[src/hw/rtl/aspl_pkg.sv]
// ----------------------------------------------------------------------------
// aspl_pkg: shared types and constants of the Annex B NAL splitter
// Holds the widths, queue sizing, unit-type codes and the records that
// travel from the byte parser through the result queue.
// ----------------------------------------------------------------------------
package aspl_pkg;

    // Width of the running stream byte position (offset arithmetic wraps here).
    localparam int POS_BITS      = 32;
    localparam int FIELD_W       = 32;

    // Result queue between the parser and the output stage.
    localparam int QUEUE_DEPTH   = 4;
    localparam int Q_PTR_W       = $clog2(QUEUE_DEPTH);
    localparam int Q_LEVEL_W     = Q_PTR_W + 1;

    // NAL unit type codes that get a class of their own.
    localparam logic [4:0] TYPE_NON_IDR = 5'd1;
    localparam logic [4:0] TYPE_IDR     = 5'd5;
    localparam logic [4:0] TYPE_SEI     = 5'd6;
    localparam logic [4:0] TYPE_SPS     = 5'd7;
    localparam logic [4:0] TYPE_PPS     = 5'd8;

    // Class codes reported with each unit.
    localparam logic [2:0] CLS_UNKNOWN  = 3'd0;
    localparam logic [2:0] CLS_NON_IDR  = 3'd1;
    localparam logic [2:0] CLS_IDR      = 3'd2;
    localparam logic [2:0] CLS_SEI      = 3'd3;
    localparam logic [2:0] CLS_SPS      = 3'd4;
    localparam logic [2:0] CLS_PPS      = 3'd5;

    // Description of one closed unit, before the header byte is decoded.
    typedef struct packed {
        logic [FIELD_W-1:0] unit_index;
        logic [FIELD_W-1:0] start_offset;
        logic               long_code;
        logic [FIELD_W-1:0] length;
        logic [7:0]         header;
        logic               last;
    } t_unit_rec;

    // Write side of the queue: up to two records in one cycle, in order.
    typedef struct packed {
        logic [1:0] count;
        t_unit_rec  rec0;
        t_unit_rec  rec1;
    } t_q_wr;

    // Queue status seen by both the parser and the output stage.
    typedef struct packed {
        logic [Q_LEVEL_W-1:0] level;
        t_unit_rec            head;
    } t_q_stat;

endpackage

[src/hw/rtl/aspl_if.sv]
// ----------------------------------------------------------------------------
// aspl_byte_if / aspl_unit_if: channel interfaces of the NAL splitter
// Valid/ready channels for incoming stream bytes and outgoing unit results.
// ----------------------------------------------------------------------------
interface aspl_byte_if;
    logic       valid;
    logic       ready;
    logic [7:0] data_byte;
    logic       end_of_stream;

    modport source (output valid, output data_byte, output end_of_stream, input ready);
    modport sink   (input valid, input data_byte, input end_of_stream, output ready);
endinterface

interface aspl_unit_if;
    logic        valid;
    logic        ready;
    logic [31:0] unit_index;
    logic [31:0] start_offset;
    logic        long_start_code;
    logic [31:0] payload_length;
    logic        forbidden_bit;
    logic [1:0]  ref_priority;
    logic [4:0]  unit_type;
    logic [2:0]  type_class;
    logic        last_of_run;

    modport source (
        output valid, output unit_index, output start_offset, output long_start_code,
        output payload_length, output forbidden_bit, output ref_priority,
        output unit_type, output type_class, output last_of_run, input ready
    );
    modport sink (
        input valid, input unit_index, input start_offset, input long_start_code,
        input payload_length, input forbidden_bit, input ref_priority,
        input unit_type, input type_class, input last_of_run, output ready
    );
endinterface

[src/hw/rtl/aspl_front.sv]
// ----------------------------------------------------------------------------
// aspl_front: byte parser of the NAL splitter
// Tracks the last three bytes, finds start codes, keeps the open unit and
// pushes a record for every unit that closes into the result queue.
// ----------------------------------------------------------------------------
module aspl_front (
    input  logic            i_clk,
    input  logic            i_rst_n,
    aspl_byte_if.sink       i_byte,
    input  aspl_pkg::t_q_stat i_q_stat,
    output aspl_pkg::t_q_wr   o_q_wr
);
    import aspl_pkg::*;

    logic [23:0]         r_recent;
    logic [POS_BITS-1:0] r_pos;
    logic                r_open;
    logic [POS_BITS-1:0] r_off;
    logic                r_long;
    logic [FIELD_W-1:0]  r_cnt;
    logic [7:0]          r_hdr;
    logic [FIELD_W-1:0]  r_num;

    logic [POS_BITS-1:0] n_off;
    logic                n_open;
    logic                n_long;
    logic [FIELD_W-1:0]  n_cnt;
    logic [7:0]          n_hdr;
    logic [FIELD_W-1:0]  n_num;

    logic       accept;
    logic       sc;
    logic       lz;
    logic       emit0;
    logic       emit1;
    logic [7:0] b;
    t_unit_rec  rec0;
    t_unit_rec  rec1;

    // Two free slots are needed, since a start code on the final byte closes two units.
    assign i_byte.ready = (i_q_stat.level <= Q_LEVEL_W'(QUEUE_DEPTH - 2));
    assign accept       = i_byte.valid && i_byte.ready;
    assign b            = i_byte.data_byte;

    assign sc    = (b == 8'h01) && (r_recent[7:0] == 8'h00) && (r_recent[15:8] == 8'h00);
    assign lz    = (r_recent[23:16] == 8'h00);
    assign emit0 = sc && r_open;

    // Unit state once this byte has been taken into account.
    always_comb begin
        n_open = r_open;
        n_long = r_long;
        n_off  = r_off;
        n_cnt  = r_cnt;
        n_hdr  = r_hdr;
        n_num  = r_num + FIELD_W'(emit0);
        if (sc) begin
            n_open = 1'b1;
            n_long = lz;
            n_off  = r_pos - (lz ? POS_BITS'(3) : POS_BITS'(2));
            n_cnt  = '0;
            n_hdr  = 8'h00;
        end else if (r_open) begin
            if (r_cnt == '0) begin
                n_hdr = b;
            end
            n_cnt = r_cnt + FIELD_W'(1);
        end
    end

    assign emit1 = i_byte.end_of_stream && n_open;

    always_comb begin
        rec0.unit_index   = r_num;
        rec0.start_offset = FIELD_W'(r_off);
        rec0.long_code    = r_long;
        rec0.length       = r_cnt - FIELD_W'(2) - FIELD_W'(lz);
        rec0.header       = r_hdr;
        rec0.last         = !emit1;

        rec1.unit_index   = n_num;
        rec1.start_offset = FIELD_W'(n_off);
        rec1.long_code    = n_long;
        rec1.length       = n_cnt;
        rec1.header       = n_hdr;
        rec1.last         = 1'b1;

        o_q_wr.count = 2'd0;
        o_q_wr.rec0  = rec0;
        o_q_wr.rec1  = rec1;
        if (accept) begin
            o_q_wr.count = {1'b0, emit0} + {1'b0, emit1};
            if (!emit0) begin
                o_q_wr.rec0 = rec1;
            end
        end
    end

    always_ff @(posedge i_clk) begin
        if (!i_rst_n) begin
            r_recent <= 24'hFFFFFF;
            r_pos    <= '0;
            r_open   <= 1'b0;
            r_off    <= '0;
            r_long   <= 1'b0;
            r_cnt    <= '0;
            r_hdr    <= 8'h00;
            r_num    <= FIELD_W'(1);
        end else if (accept) begin
            if (i_byte.end_of_stream) begin
                r_recent <= 24'hFFFFFF;
                r_pos    <= '0;
                r_open   <= 1'b0;
                r_off    <= '0;
                r_long   <= 1'b0;
                r_cnt    <= '0;
                r_hdr    <= 8'h00;
                r_num    <= FIELD_W'(1);
            end else begin
                r_recent <= {r_recent[15:0], b};
                r_pos    <= r_pos + POS_BITS'(1);
                r_open   <= n_open;
                r_off    <= n_off;
                r_long   <= n_long;
                r_cnt    <= n_cnt;
                r_hdr    <= n_hdr;
                r_num    <= n_num;
            end
        end
    end

endmodule

[src/hw/rtl/aspl_queue.sv]
// ----------------------------------------------------------------------------
// aspl_queue: result queue of the NAL splitter
// Small register queue that takes up to two unit records per cycle and
// hands out at most one per cycle to the output stage.
// ----------------------------------------------------------------------------
module aspl_queue (
    input  logic              i_clk,
    input  logic              i_rst_n,
    input  aspl_pkg::t_q_wr   i_q_wr,
    input  logic              i_pop,
    output aspl_pkg::t_q_stat o_q_stat
);
    import aspl_pkg::*;

    t_unit_rec            r_mem [QUEUE_DEPTH];
    logic [Q_PTR_W-1:0]   r_wr;
    logic [Q_PTR_W-1:0]   r_rd;
    logic [Q_LEVEL_W-1:0] r_level;

    logic [Q_PTR_W-1:0]   wr_next;

    assign wr_next = r_wr + Q_PTR_W'(1);

    always_ff @(posedge i_clk) begin
        if (i_q_wr.count != 2'd0) begin
            r_mem[r_wr] <= i_q_wr.rec0;
        end
        if (i_q_wr.count == 2'd2) begin
            r_mem[wr_next] <= i_q_wr.rec1;
        end
    end

    always_ff @(posedge i_clk) begin
        if (!i_rst_n) begin
            r_wr    <= '0;
            r_rd    <= '0;
            r_level <= '0;
        end else begin
            r_wr    <= r_wr + Q_PTR_W'(i_q_wr.count);
            r_rd    <= r_rd + Q_PTR_W'(i_pop);
            r_level <= r_level + Q_LEVEL_W'(i_q_wr.count) - Q_LEVEL_W'(i_pop);
        end
    end

    assign o_q_stat.level = r_level;
    assign o_q_stat.head  = r_mem[r_rd];

endmodule

[src/hw/rtl/aspl_back.sv]
// ----------------------------------------------------------------------------
// aspl_back: output stage of the NAL splitter
// Takes one record from the queue, splits and classifies the header byte
// and holds the result in the output register until it is taken.
// ----------------------------------------------------------------------------
module aspl_back (
    input  logic              i_clk,
    input  logic              i_rst_n,
    input  aspl_pkg::t_q_stat i_q_stat,
    output logic              o_pop,
    aspl_unit_if.source       o_unit
);
    import aspl_pkg::*;

    logic               r_valid;
    logic [FIELD_W-1:0] r_index;
    logic [FIELD_W-1:0] r_offset;
    logic               r_long;
    logic [FIELD_W-1:0] r_length;
    logic [7:0]         r_header;
    logic [2:0]         r_class;
    logic               r_last;

    logic [2:0] n_class;
    t_unit_rec  head;

    assign head  = i_q_stat.head;
    assign o_pop = (i_q_stat.level != '0) && (!r_valid || o_unit.ready);

    always_comb begin
        case (head.header[4:0])
            TYPE_NON_IDR: n_class = CLS_NON_IDR;
            TYPE_IDR:     n_class = CLS_IDR;
            TYPE_SEI:     n_class = CLS_SEI;
            TYPE_SPS:     n_class = CLS_SPS;
            TYPE_PPS:     n_class = CLS_PPS;
            default:      n_class = CLS_UNKNOWN;
        endcase
    end

    always_ff @(posedge i_clk) begin
        if (!i_rst_n) begin
            r_valid <= 1'b0;
        end else if (o_pop) begin
            r_valid <= 1'b1;
        end else if (o_unit.ready) begin
            r_valid <= 1'b0;
        end
    end

    always_ff @(posedge i_clk) begin
        if (o_pop) begin
            r_index  <= head.unit_index;
            r_offset <= head.start_offset;
            r_long   <= head.long_code;
            r_length <= head.length;
            r_header <= head.header;
            r_class  <= n_class;
            r_last   <= head.last;
        end
    end

    assign o_unit.valid           = r_valid;
    assign o_unit.unit_index      = r_index;
    assign o_unit.start_offset    = r_offset;
    assign o_unit.long_start_code = r_long;
    assign o_unit.payload_length  = r_length;
    assign o_unit.forbidden_bit   = r_header[7];
    assign o_unit.ref_priority    = r_header[6:5];
    assign o_unit.unit_type       = r_header[4:0];
    assign o_unit.type_class      = r_class;
    assign o_unit.last_of_run     = r_last;

endmodule

[src/hw/rtl/annexb_nal_splitter_core.sv]
// ----------------------------------------------------------------------------
// annexb_nal_splitter_core: H.264 Annex B start-code NAL unit splitter
// Scans an Annex B byte stream, finds 00 00 01 and 00 00 00 01 start codes
// and reports one result beat per NAL unit when the unit closes.
// ----------------------------------------------------------------------------
//
//  Channel   Dir   Beat contents
//  -------   ---   ----------------------------------------------------------
//  i_byte    in    data_byte, end_of_stream (one stream byte per beat)
//  o_unit    out   unit_index, start_offset, long_start_code, payload_length,
//                  forbidden_bit, ref_priority, unit_type, type_class,
//                  last_of_run (one closed unit per beat)
//
//  The parser takes one byte per clock; its start-code test and unit
//  bookkeeping finish in the cycle the byte is accepted.
//  A closed unit reaches o_unit through the result queue and then the output
//  register. The output side moves one unit per clock while ready is high.
//  Input stalls only while the four-entry queue has fewer than two free slots.
//  Reset (i_rst_n low at a clock edge) empties the queue and output register
//  and returns the parser to the start of a stream.
//
// ----------------------------------------------------------------------------
module annexb_nal_splitter_core (
    input  logic        i_clk,
    input  logic        i_rst_n,
    aspl_byte_if.sink   i_byte,
    aspl_unit_if.source o_unit
);
    import aspl_pkg::*;

    // The parser pushes records for units that close on the current byte.
    // A byte can close at most two units: a start code that is also the
    // final byte of the stream ends the previous unit and its own empty unit.
    t_q_wr   w_q_wr;
    t_q_stat w_q_stat;
    logic    w_pop;

    aspl_front u_front (
        .i_clk    (i_clk),
        .i_rst_n  (i_rst_n),
        .i_byte   (i_byte),
        .i_q_stat (w_q_stat),
        .o_q_wr   (w_q_wr)
    );

    // The queue decouples the two sides so that a stalled consumer does not
    // hold up scanning until the queue is nearly full.
    aspl_queue u_queue (
        .i_clk    (i_clk),
        .i_rst_n  (i_rst_n),
        .i_q_wr   (w_q_wr),
        .i_pop    (w_pop),
        .o_q_stat (w_q_stat)
    );

    // The output stage decodes the header byte and registers the result beat.
    aspl_back u_back (
        .i_clk    (i_clk),
        .i_rst_n  (i_rst_n),
        .i_q_stat (w_q_stat),
        .o_pop    (w_pop),
        .o_unit   (o_unit)
    );

`ifndef ASSERT_OFF
    // The queue never holds more records than it has entries.
    a_queue_bound: assert property (@(posedge i_clk) disable iff (!i_rst_n)
        w_q_stat.level <= Q_LEVEL_W'(QUEUE_DEPTH))
        else $error("result queue overflow");

    // The output stage only pops a record that is present.
    a_pop_nonempty: assert property (@(posedge i_clk) disable iff (!i_rst_n)
        w_pop |-> (w_q_stat.level != '0))
        else $error("pop from empty result queue");

    // Whenever the parser pushes two records, the first is not a final one.
    a_pair_order: assert property (@(posedge i_clk) disable iff (!i_rst_n)
        (w_q_wr.count == 2'd2) |-> (!w_q_wr.rec0.last && w_q_wr.rec1.last))
        else $error("two-unit push out of order");

    // Reset leaves no result beat on the output.
    a_reset_idle: assert property (@(posedge i_clk)
        !i_rst_n |=> !o_unit.valid)
        else $error("result beat valid after reset");
`endif

endmodule
[src/flat_wrapper.sv]
// flat-port wrapper written by rule: the top's interface ports become plain ports
module annexb_nal_splitter_core_flat import aspl_pkg::*;
  (i_clk, i_rst_n, i_byte_valid, i_byte_data_byte, i_byte_end_of_stream, i_byte_ready, o_unit_valid, o_unit_unit_index, o_unit_start_offset, o_unit_long_start_code, o_unit_payload_length, o_unit_forbidden_bit, o_unit_ref_priority, o_unit_unit_type, o_unit_type_class, o_unit_last_of_run, o_unit_ready);
  aspl_byte_if i_byte_i ();
  aspl_unit_if o_unit_i ();
  input  logic i_clk;
  input  logic i_rst_n;
  input wire logic [$bits(i_byte_i.valid)-1:0] i_byte_valid;
  input wire logic [$bits(i_byte_i.data_byte)-1:0] i_byte_data_byte;
  input wire logic [$bits(i_byte_i.end_of_stream)-1:0] i_byte_end_of_stream;
  output wire logic [$bits(i_byte_i.ready)-1:0] i_byte_ready;
  output wire logic [$bits(o_unit_i.valid)-1:0] o_unit_valid;
  output wire logic [$bits(o_unit_i.unit_index)-1:0] o_unit_unit_index;
  output wire logic [$bits(o_unit_i.start_offset)-1:0] o_unit_start_offset;
  output wire logic [$bits(o_unit_i.long_start_code)-1:0] o_unit_long_start_code;
  output wire logic [$bits(o_unit_i.payload_length)-1:0] o_unit_payload_length;
  output wire logic [$bits(o_unit_i.forbidden_bit)-1:0] o_unit_forbidden_bit;
  output wire logic [$bits(o_unit_i.ref_priority)-1:0] o_unit_ref_priority;
  output wire logic [$bits(o_unit_i.unit_type)-1:0] o_unit_unit_type;
  output wire logic [$bits(o_unit_i.type_class)-1:0] o_unit_type_class;
  output wire logic [$bits(o_unit_i.last_of_run)-1:0] o_unit_last_of_run;
  input wire logic [$bits(o_unit_i.ready)-1:0] o_unit_ready;
  assign i_byte_i.valid = i_byte_valid;
  assign i_byte_i.data_byte = i_byte_data_byte;
  assign i_byte_i.end_of_stream = i_byte_end_of_stream;
  assign i_byte_ready = i_byte_i.ready;
  assign o_unit_valid = o_unit_i.valid;
  assign o_unit_unit_index = o_unit_i.unit_index;
  assign o_unit_start_offset = o_unit_i.start_offset;
  assign o_unit_long_start_code = o_unit_i.long_start_code;
  assign o_unit_payload_length = o_unit_i.payload_length;
  assign o_unit_forbidden_bit = o_unit_i.forbidden_bit;
  assign o_unit_ref_priority = o_unit_i.ref_priority;
  assign o_unit_unit_type = o_unit_i.unit_type;
  assign o_unit_type_class = o_unit_i.type_class;
  assign o_unit_last_of_run = o_unit_i.last_of_run;
  assign o_unit_i.ready = o_unit_ready;
  annexb_nal_splitter_core u_core (.i_clk(i_clk), .i_rst_n(i_rst_n), .i_byte(i_byte_i), .o_unit(o_unit_i));
endmodule
[config.mk]
export PLATFORM = sky130hd
export DESIGN_NAME = annexb_nal_splitter_core_flat
export DESIGN_NICKNAME = d
export VERILOG_FILES = /design/src/hw/rtl/aspl_pkg.sv /design/src/hw/rtl/aspl_if.sv /design/src/hw/rtl/aspl_front.sv /design/src/hw/rtl/aspl_queue.sv /design/src/hw/rtl/aspl_back.sv /design/src/hw/rtl/annexb_nal_splitter_core.sv /design/src/flat_wrapper.sv
export SDC_FILE = /design/constraint.sdc
export NUM_CORES = 1
export LEC_CHECK = 0
export BUFFER_PORTS_ARGS = -buffer_cell sky130_fd_sc_hd__buf_2
export CAP_MARGIN = 30
export CORE_ASPECT_RATIO = 1.5
export CORE_MARGIN = 2
export CORE_UTILIZATION = 23
export CTS_BUF_LIST = sky130_fd_sc_hd__clkbuf_2 sky130_fd_sc_hd__clkbuf_4 sky130_fd_sc_hd__clkbuf_8
export DETAILED_ROUTE_END_ITERATION = 10
export GPL_TIMING_DRIVEN = 0
export PLACE_DENSITY = 0.38
export SLEW_MARGIN = 20
export SYNTH_ARGS = -nofsm -noshare
export SYNTH_HDL_FRONTEND = slang
export SYNTH_SLANG_ARGS = --single-unit
[constraint.sdc]
create_clock -name i_clk -period 8.68 [get_ports i_clk]
set_input_delay 1.736 -clock i_clk [delete_from_list [all_inputs] [get_ports i_clk]]
set_output_delay 1.736 -clock i_clk [all_outputs]
set_load 0.02 [all_outputs]
# After elaboration in Yosys (flattened, before gate mapping)
# Memories as Yosys holds them, arrays and structs flattened. A register that Yosys moved wholly into a read port is not among the register bits.
# Cells that the tools add are included.
# Widths: inputs -> output; s select.
[totals]
register_bits = 279
mem_bits_rw = 424
in_bits = 13
output_inout_bits = 111
word_cells = 83
mem_count = 1
[op_classes]
addsub = 12
n_lt_le_gt_ge = 1
eq_ne = 7
muxes = 27
reduce_logical = 16
[mem_list]
columns = ["memory", "words", "width", "read_ports", "rd_ports_with_merged_regs", "wr", "line", "text"]
rows = [
  ["u_core.u_queue.r_mem", 4, 106, 1, 1, 2, "aspl_queue.sv:15", "t_unit_rec r_mem [QUEUE_DEPTH];"],
]
[op_table]
columns = ["op", "n"]
rows = [
  ["$mux 32", 7],
  ["$mux 108", 1],
  ["$mux 106", 1],
  ["$add 32x1->32 const B", 2],
  ["$add 32x1->32", 1],
  ["$logic_not 32->1", 1],
  ["$mux 8", 4],
  ["$sub 32x1->32", 1],
  ["$sub 32x2->32", 1],
  ["$sub 32x2->32 const B", 1],
  ["$logic_not 8->1", 3],
  ["$mux 24", 1],
  ["$eq 5x3->1 const B", 3],
  ["$pmux 3 s5", 1],
  ["$mux 1", 11],
  ["$eq 8x1->1 const B", 1],
  ["$logic_and 1x1->1", 6],
  ["$eq 5x1->1 const B", 1],
  ["$eq 5x4->1 const B", 1],
  ["$reduce_bool 2->1", 2],
  ["$add 3x2->3", 1],
  ["$le 3x2->1 const B", 1],
  ["$reduce_bool 3->1", 1],
  ["$sub 3x1->3", 1],
  ["8 further kinds", 9],
]

# Logic depth before layout (Yosys ltp)
[logic_depth]
depth_word = 11
depth_mapped = 16
mapped_depth_nobuf = 13

# Modules after synthesis
# Synthesis repeated with hierarchy kept, for this count alone.
[unflattened]
hier_cells = 2751
area_unflattened_um2 = 35526.6
[modules_own_cells]
columns = ["module", "instances", "cells_each", "area_per_inst_um2", "seq_area_each_um2"]
rows = [
  ["aspl_queue", 1, 1066, 20722.4, 12872.3],
  ["aspl_front", 1, 1561, 11410.9, 3243.1],
  ["aspl_back", 1, 124, 3393.3, 3293.2],
]

# Least setup slack after synthesis
# OpenSTA, ideal clock, no wires.
[synth_path]
path_type = "input to register"
startpoint = "in o_unit_ready"
endpoint = "reg u_core.u_queue.r_level[2]"
t_arrival_ns = 8.832
required_time_ns = 8.552
slack_ns = -0.279
stages = 9
path_buffers = 0
cell_sequence = "inv_1 -> a21oi_1 -> ha_1 -> inv_1 -> ha_1 -> fa_1 -> xor2_1 -> xnor2_1 -> nor2_1"
[synth_between]
elab_chain_len = 3
[synth_rtl]
columns = ["element", "line", "text"]
rows = [
  ["start: declaration", "flat_wrapper.sv:22", "input wire logic [$bits(o_unit_i.ready)-1:0] o_unit_ready;"],
  ["$logic_or 1x1->1", "aspl_back.sv:28", "assign o_pop = (i_q_stat.level != '0) && (!r_valid || o_unit.ready);"],
  ["$logic_and 1x1->1", "aspl_back.sv:28", ""],
  ["net u_core.u_back.o_pop", "aspl_back.sv:10", "output logic o_pop,"],
  ["$sub 3x1->3", "aspl_queue.sv:41", "r_level <= r_level + Q_LEVEL_W'(i_q_wr.count) - Q_LEVEL_W'(i_pop);"],
  ["end signal: assignment", "aspl_queue.sv:41", ""],
  ["end: declaration", "aspl_queue.sv:18", "logic [Q_LEVEL_W-1:0] r_level;"],
]
# The timed path passes the listed nets, and every way through them passes these cells.
# A chain may end at the register's enable or synchronous reset.

==> implementation parameters <==
Parameter                              Value

Pwr
  Power per unit of standard cell area    247 nW/um^2
  Worst-case vdd ir drop    0.000172 V
  Leakage power    ~13 nW
  Total power after layout    roughly 0.01 W

Global routing
  Via count of the first global-routing pass    about 27000
  Wire length of the first global-routing pass    196 mm
  Global-route total usage across every layer    0.183
  Antenna violations before repair    9
  Total grt overflow    0
  Maximum number of pins on one net before global-route repair    73

Run status
  Result of the run    finished clean

Critical path
  Origin of the critical flop-to-flop path    u_core.u_front.r_recent[13]
  Launching element type of the critical path    primary input
  Critical Path End Type    flip-flop
  Critical path data arrival time    roughly 8500 ps
  Endpoint of the lowest-slack register-to-register path    u_core.u_queue.r_mem[1][1]
  Largest fanout of any net on the critical path    between 70 and 80
  Worst setup path startpoint    i_byte_data_byte[1]
  Minimum setup slack among reg-to-reg paths    1480 ps
  Cell count of the worst reg-to-reg path    17
  Worst Path Required    9380 ps
  Worst Setup Path Type    primary input to flip-flop

STA
  Worst hold margin    around 460 ps
  Rel. slew slack    0.303
  RSZ-0062 raised after global routing    no
  Setup TNS    0 ps
  Hold violation count in the final report    0
  Clock period minus final worst setup slack    about 7800 ps
  Pins over their slew limit    0
  Clock Skew    68.5 ps
  Final setup violating endpoints    0
  Highest achievable clock rate    128 MHz
  Least-Margin Pin Slew    1050 ps
  Share of the cycle needed by the critical path after routing    0.899

Synthesis
  Top post-synthesis cells by count    sky130_fd_sc_hd__edfxtp_1, sky130_fd_sc_hd__nand2_1, sky130_fd_sc_hd__clkbuf_1, sky130_fd_sc_hd__a21oi_1, sky130_fd_sc_hd__dfxtp_1
  Synth top area share    0.473
  FFs w/ async S/R, synth    0
  Predominant post-synthesis flop cell    sky130_fd_sc_hd__edfxtp_1
  Ranking of synthesized cells by area    sky130_fd_sc_hd__edfxtp_1, sky130_fd_sc_hd__dfxtp_1, sky130_fd_sc_hd__mux4_2
  Total of flip-flops plus latches after synthesis    between 700 and 800
  Cell area after synthesis    33600 um^2
  Post-Syn Instances    2893
  Most repeated cell in the gate-level netlist after synthesis    sky130_fd_sc_hd__edfxtp_1
  Synth Net Count    roughly 2900
  Distinct cell type count after synthesis    77
  Number of warnings reported in the yosys synthesis log    0
  Seq/Total Area, Yosys    0.577
  Number of flops mapped to enable cells by yosys    529
  Leading area contributor after synthesis    sky130_fd_sc_hd__edfxtp_1
  Mean Syn Cell Area    11.6 um^2

Place
  Number of buffer cells added on primary ports    122
  Gpl congestion    0.867
  Half-perimeter wire length of the detailed placement result    97.7 mm
  Dpl cell area    around 37000 um^2

Final layout
  Fraction of final layout cells with drive strength greater than 1    0.174
  Post-route core utilization    0.276
  Finished layout cell area    39900 um^2
  Count of filler cells inserted in the layout    15200
  Signed area change from the synthesized netlist to the final layout    19.0%
  Number of nets in the layout    between 3000 and 4000

CTS
  Post-CTS setup-driven buffer insertion count    0
  Number of clock sinks    703
  Number of levels in the clock H-tree    4
  Latest clock arrival within the worst-skew pair    approximately 900 ps
  Deepest clock path buffer count    3
  Clk slew on worst S/H paths    60 ps
  CTS hold repair buffers    0
  Clock tree from TritonCTS    done
  Post-cts resize count    0
  Inserted Clock Buffers    130
  Clk root buf    sky130_fd_sc_hd__clkbuf_8

Floorplan
  Number of I/O pins    124
  Die width    ~320 um
  Area enclosed by the die boundary    between 100000 and 150000 um^2
  # rows    171
  Core region area    145000 um^2
  Effective utilization at floorplan    0.232
  Die Span Y    472 um

Route
  Routed Antenna Nets    0
  Vias per Instance    5.03
  DR vias    26100
  DRC    0
  Number of detailed-route iterations in the first pass    5
  Wire length after detailed routing    between 100 and 150 mm
  Routed length per instance    26.5 um
  Starting DRT DRC Count    1917

Min path
  Hold EP    u_core.u_front.r_recent[18]
  Worst Hold Path Cells    2
  Worst hold path startpoint    u_core.u_front.r_recent[10]
  Classification of the worst-slack hold path    flip-flop to flip-flop

Flow run
  Number of maximum-capacitance constraint violations    0
final cells by class:
class / count / area [um^2] / area share
clock inverter: 55 / 418 / 0.0105
timing repair buffer: 164 / 1230 / 0.0308
multi-input combinational: 1901 / 13200 / 0.330
tap: 1903 / 2380 / 0.0596
antenna: 2 / 5.00 / 0.000125
sequential: 703 / 19400 / 0.485
buffer: 255 / 1010 / 0.0253
clock buffer: 181 / 2210 / 0.0553
inverter: 34 / 158 / 0.00395
layer usage:
layer / vias to the layer above / routed length (um) / track usage
li1: 11800 / - / -
met1: 13200 / 54400 / 0.213
met2: 832 / 70400 / 0.324
met3: 281 / 6570 / 0.0294
met4: 8 / 6240 / 0.0894
met5: - / 53 / 0
layout by cell type, fill, tap and decap left out, types with 16 or more instances in the layout:
cell | synthesis | layout
sky130_fd_sc_hd__nand3_1 | 98 | 98
sky130_fd_sc_hd__o22ai_1 | 105 | 105
sky130_fd_sc_hd__clkbuf_1 | 206 | 196
sky130_fd_sc_hd__ha_1 | 18 | 18
sky130_fd_sc_hd__buf_1 | 30 | 22
sky130_fd_sc_hd__nand4_1 | 35 | 35
sky130_fd_sc_hd__a31oi_1 | 71 | 71
sky130_fd_sc_hd__dfxtp_1 | 174 | 174
sky130_fd_sc_hd__inv_1 | 32 | 28
sky130_fd_sc_hd__nor4_1 | 29 | 24
sky130_fd_sc_hd__or3_1 | 31 | 31
sky130_fd_sc_hd__buf_2 | 18 | 152
sky130_fd_sc_hd__clkbuf_4 | 0 | 45
sky130_fd_sc_hd__xnor2_1 | 60 | 60
sky130_fd_sc_hd__clkinv_1 | 2 | 25
sky130_fd_sc_hd__a21oi_1 | 185 | 184
sky130_fd_sc_hd__nor2_1 | 173 | 172
sky130_fd_sc_hd__a311oi_1 | 25 | 25
sky130_fd_sc_hd__edfxtp_1 | 529 | 529
sky130_fd_sc_hd__a22o_1 | 131 | 131
sky130_fd_sc_hd__mux4_2 | 106 | 106
sky130_fd_sc_hd__nand2_1 | 309 | 309
sky130_fd_sc_hd__nor3_1 | 52 | 49
sky130_fd_sc_hd__o21ai_0 | 142 | 142
sky130_fd_sc_hd__xor2_1 | 51 | 51
sky130_fd_sc_hd__o31ai_1 | 16 | 16
sky130_fd_sc_hd__clkbuf_8 | 0 | 136
sky130_fd_sc_hd__and3_1 | 27 | 27
worst max path at each step:
stage,endpoint,depth (start not counted)
finish,u_core.u_queue.r_mem[1][1],18
global route,u_core.u_queue.r_mem[1][2],18
CTS,u_core.u_queue.r_mem[1][1],18
detailed placement,u_core.u_queue.r_mem[1][7],18
global placement,u_core.u_queue.r_mem[1][7],16
floorplan,u_core.u_queue.r_mem[1][1],15
state kept, by name, summed over array words and instances (netlist names), 2 cells and up:
register,cells
u_core.u_front.r_recent,24
u_core.u_queue.r_wr,2
u_core.u_front.r_off,32
u_core.u_queue.r_level,3
u_core.u_front.r_pos,32
u_core.u_back.r_header,8
u_core.u_queue.r_rd,2
u_core.u_back.o_unit.start_offset,32
u_core.u_back.o_unit.type_class,3
u_core.u_front.r_num,32
u_core.u_back.o_unit.payload_length,32
u_core.u_queue.r_mem,424
u_core.u_front.r_cnt,32
u_core.u_front.r_hdr,8
u_core.u_back.o_unit.unit_index,32
logic make-up (layout without fill, tap and decap cells):
logic type	Yosys count	after routing	share of synthesized area
compound gates	799	799	0.157
simple gates	854	854	0.122
other cells	0	2	0
mux	118	118	0.0748
fa+ha+maj	19	19	0.00731
flops	703	703	0.577
xor+xnor	111	111	0.0290
buf+inv	289	689	0.0332
worst max-delay path, cell delays in order:
cell                       delay (ps)
sky130_fd_sc_hd__buf_2            160
sky130_fd_sc_hd__nor4_1           420
sky130_fd_sc_hd__and4_1           320
sky130_fd_sc_hd__clkbuf_1         240
sky130_fd_sc_hd__nand2_1          430
sky130_fd_sc_hd__clkbuf_1         360
sky130_fd_sc_hd__buf_8            230
sky130_fd_sc_hd__clkbuf_1         340
sky130_fd_sc_hd__a21oi_1          300
sky130_fd_sc_hd__ha_1             330
sky130_fd_sc_hd__nand2b_1         250
sky130_fd_sc_hd__a211o_1          280
sky130_fd_sc_hd__clkbuf_1         430
sky130_fd_sc_hd__inv_8            510
sky130_fd_sc_hd__buf_16           410
sky130_fd_sc_hd__nand2_1          520
sky130_fd_sc_hd__o22ai_1          930
sky130_fd_sc_hd__a22o_1           250
report_power, final:
group,switching [W],internal (W),leakage (nW)
sequential,0.0000886,0.00403,6.77
combinational,0.00157,0.000833,5.27
clock,0.00157,0.00179,1.39
total,0.00322,0.00665,13.4
through the flow:
| stage | setup WS (ps) | std cells |
|---|---|---|
| detailed placement | -90.9 | 4955 |
| CTS | 860 | 5191 |
| global placement | -5650 | 4918 |
| floorplan | 1050 | 2893 |
| finish | 875 | 5198 |
| global route | 692 | 5197 |
No activity file was read; power rests on OpenSTA's default activity.
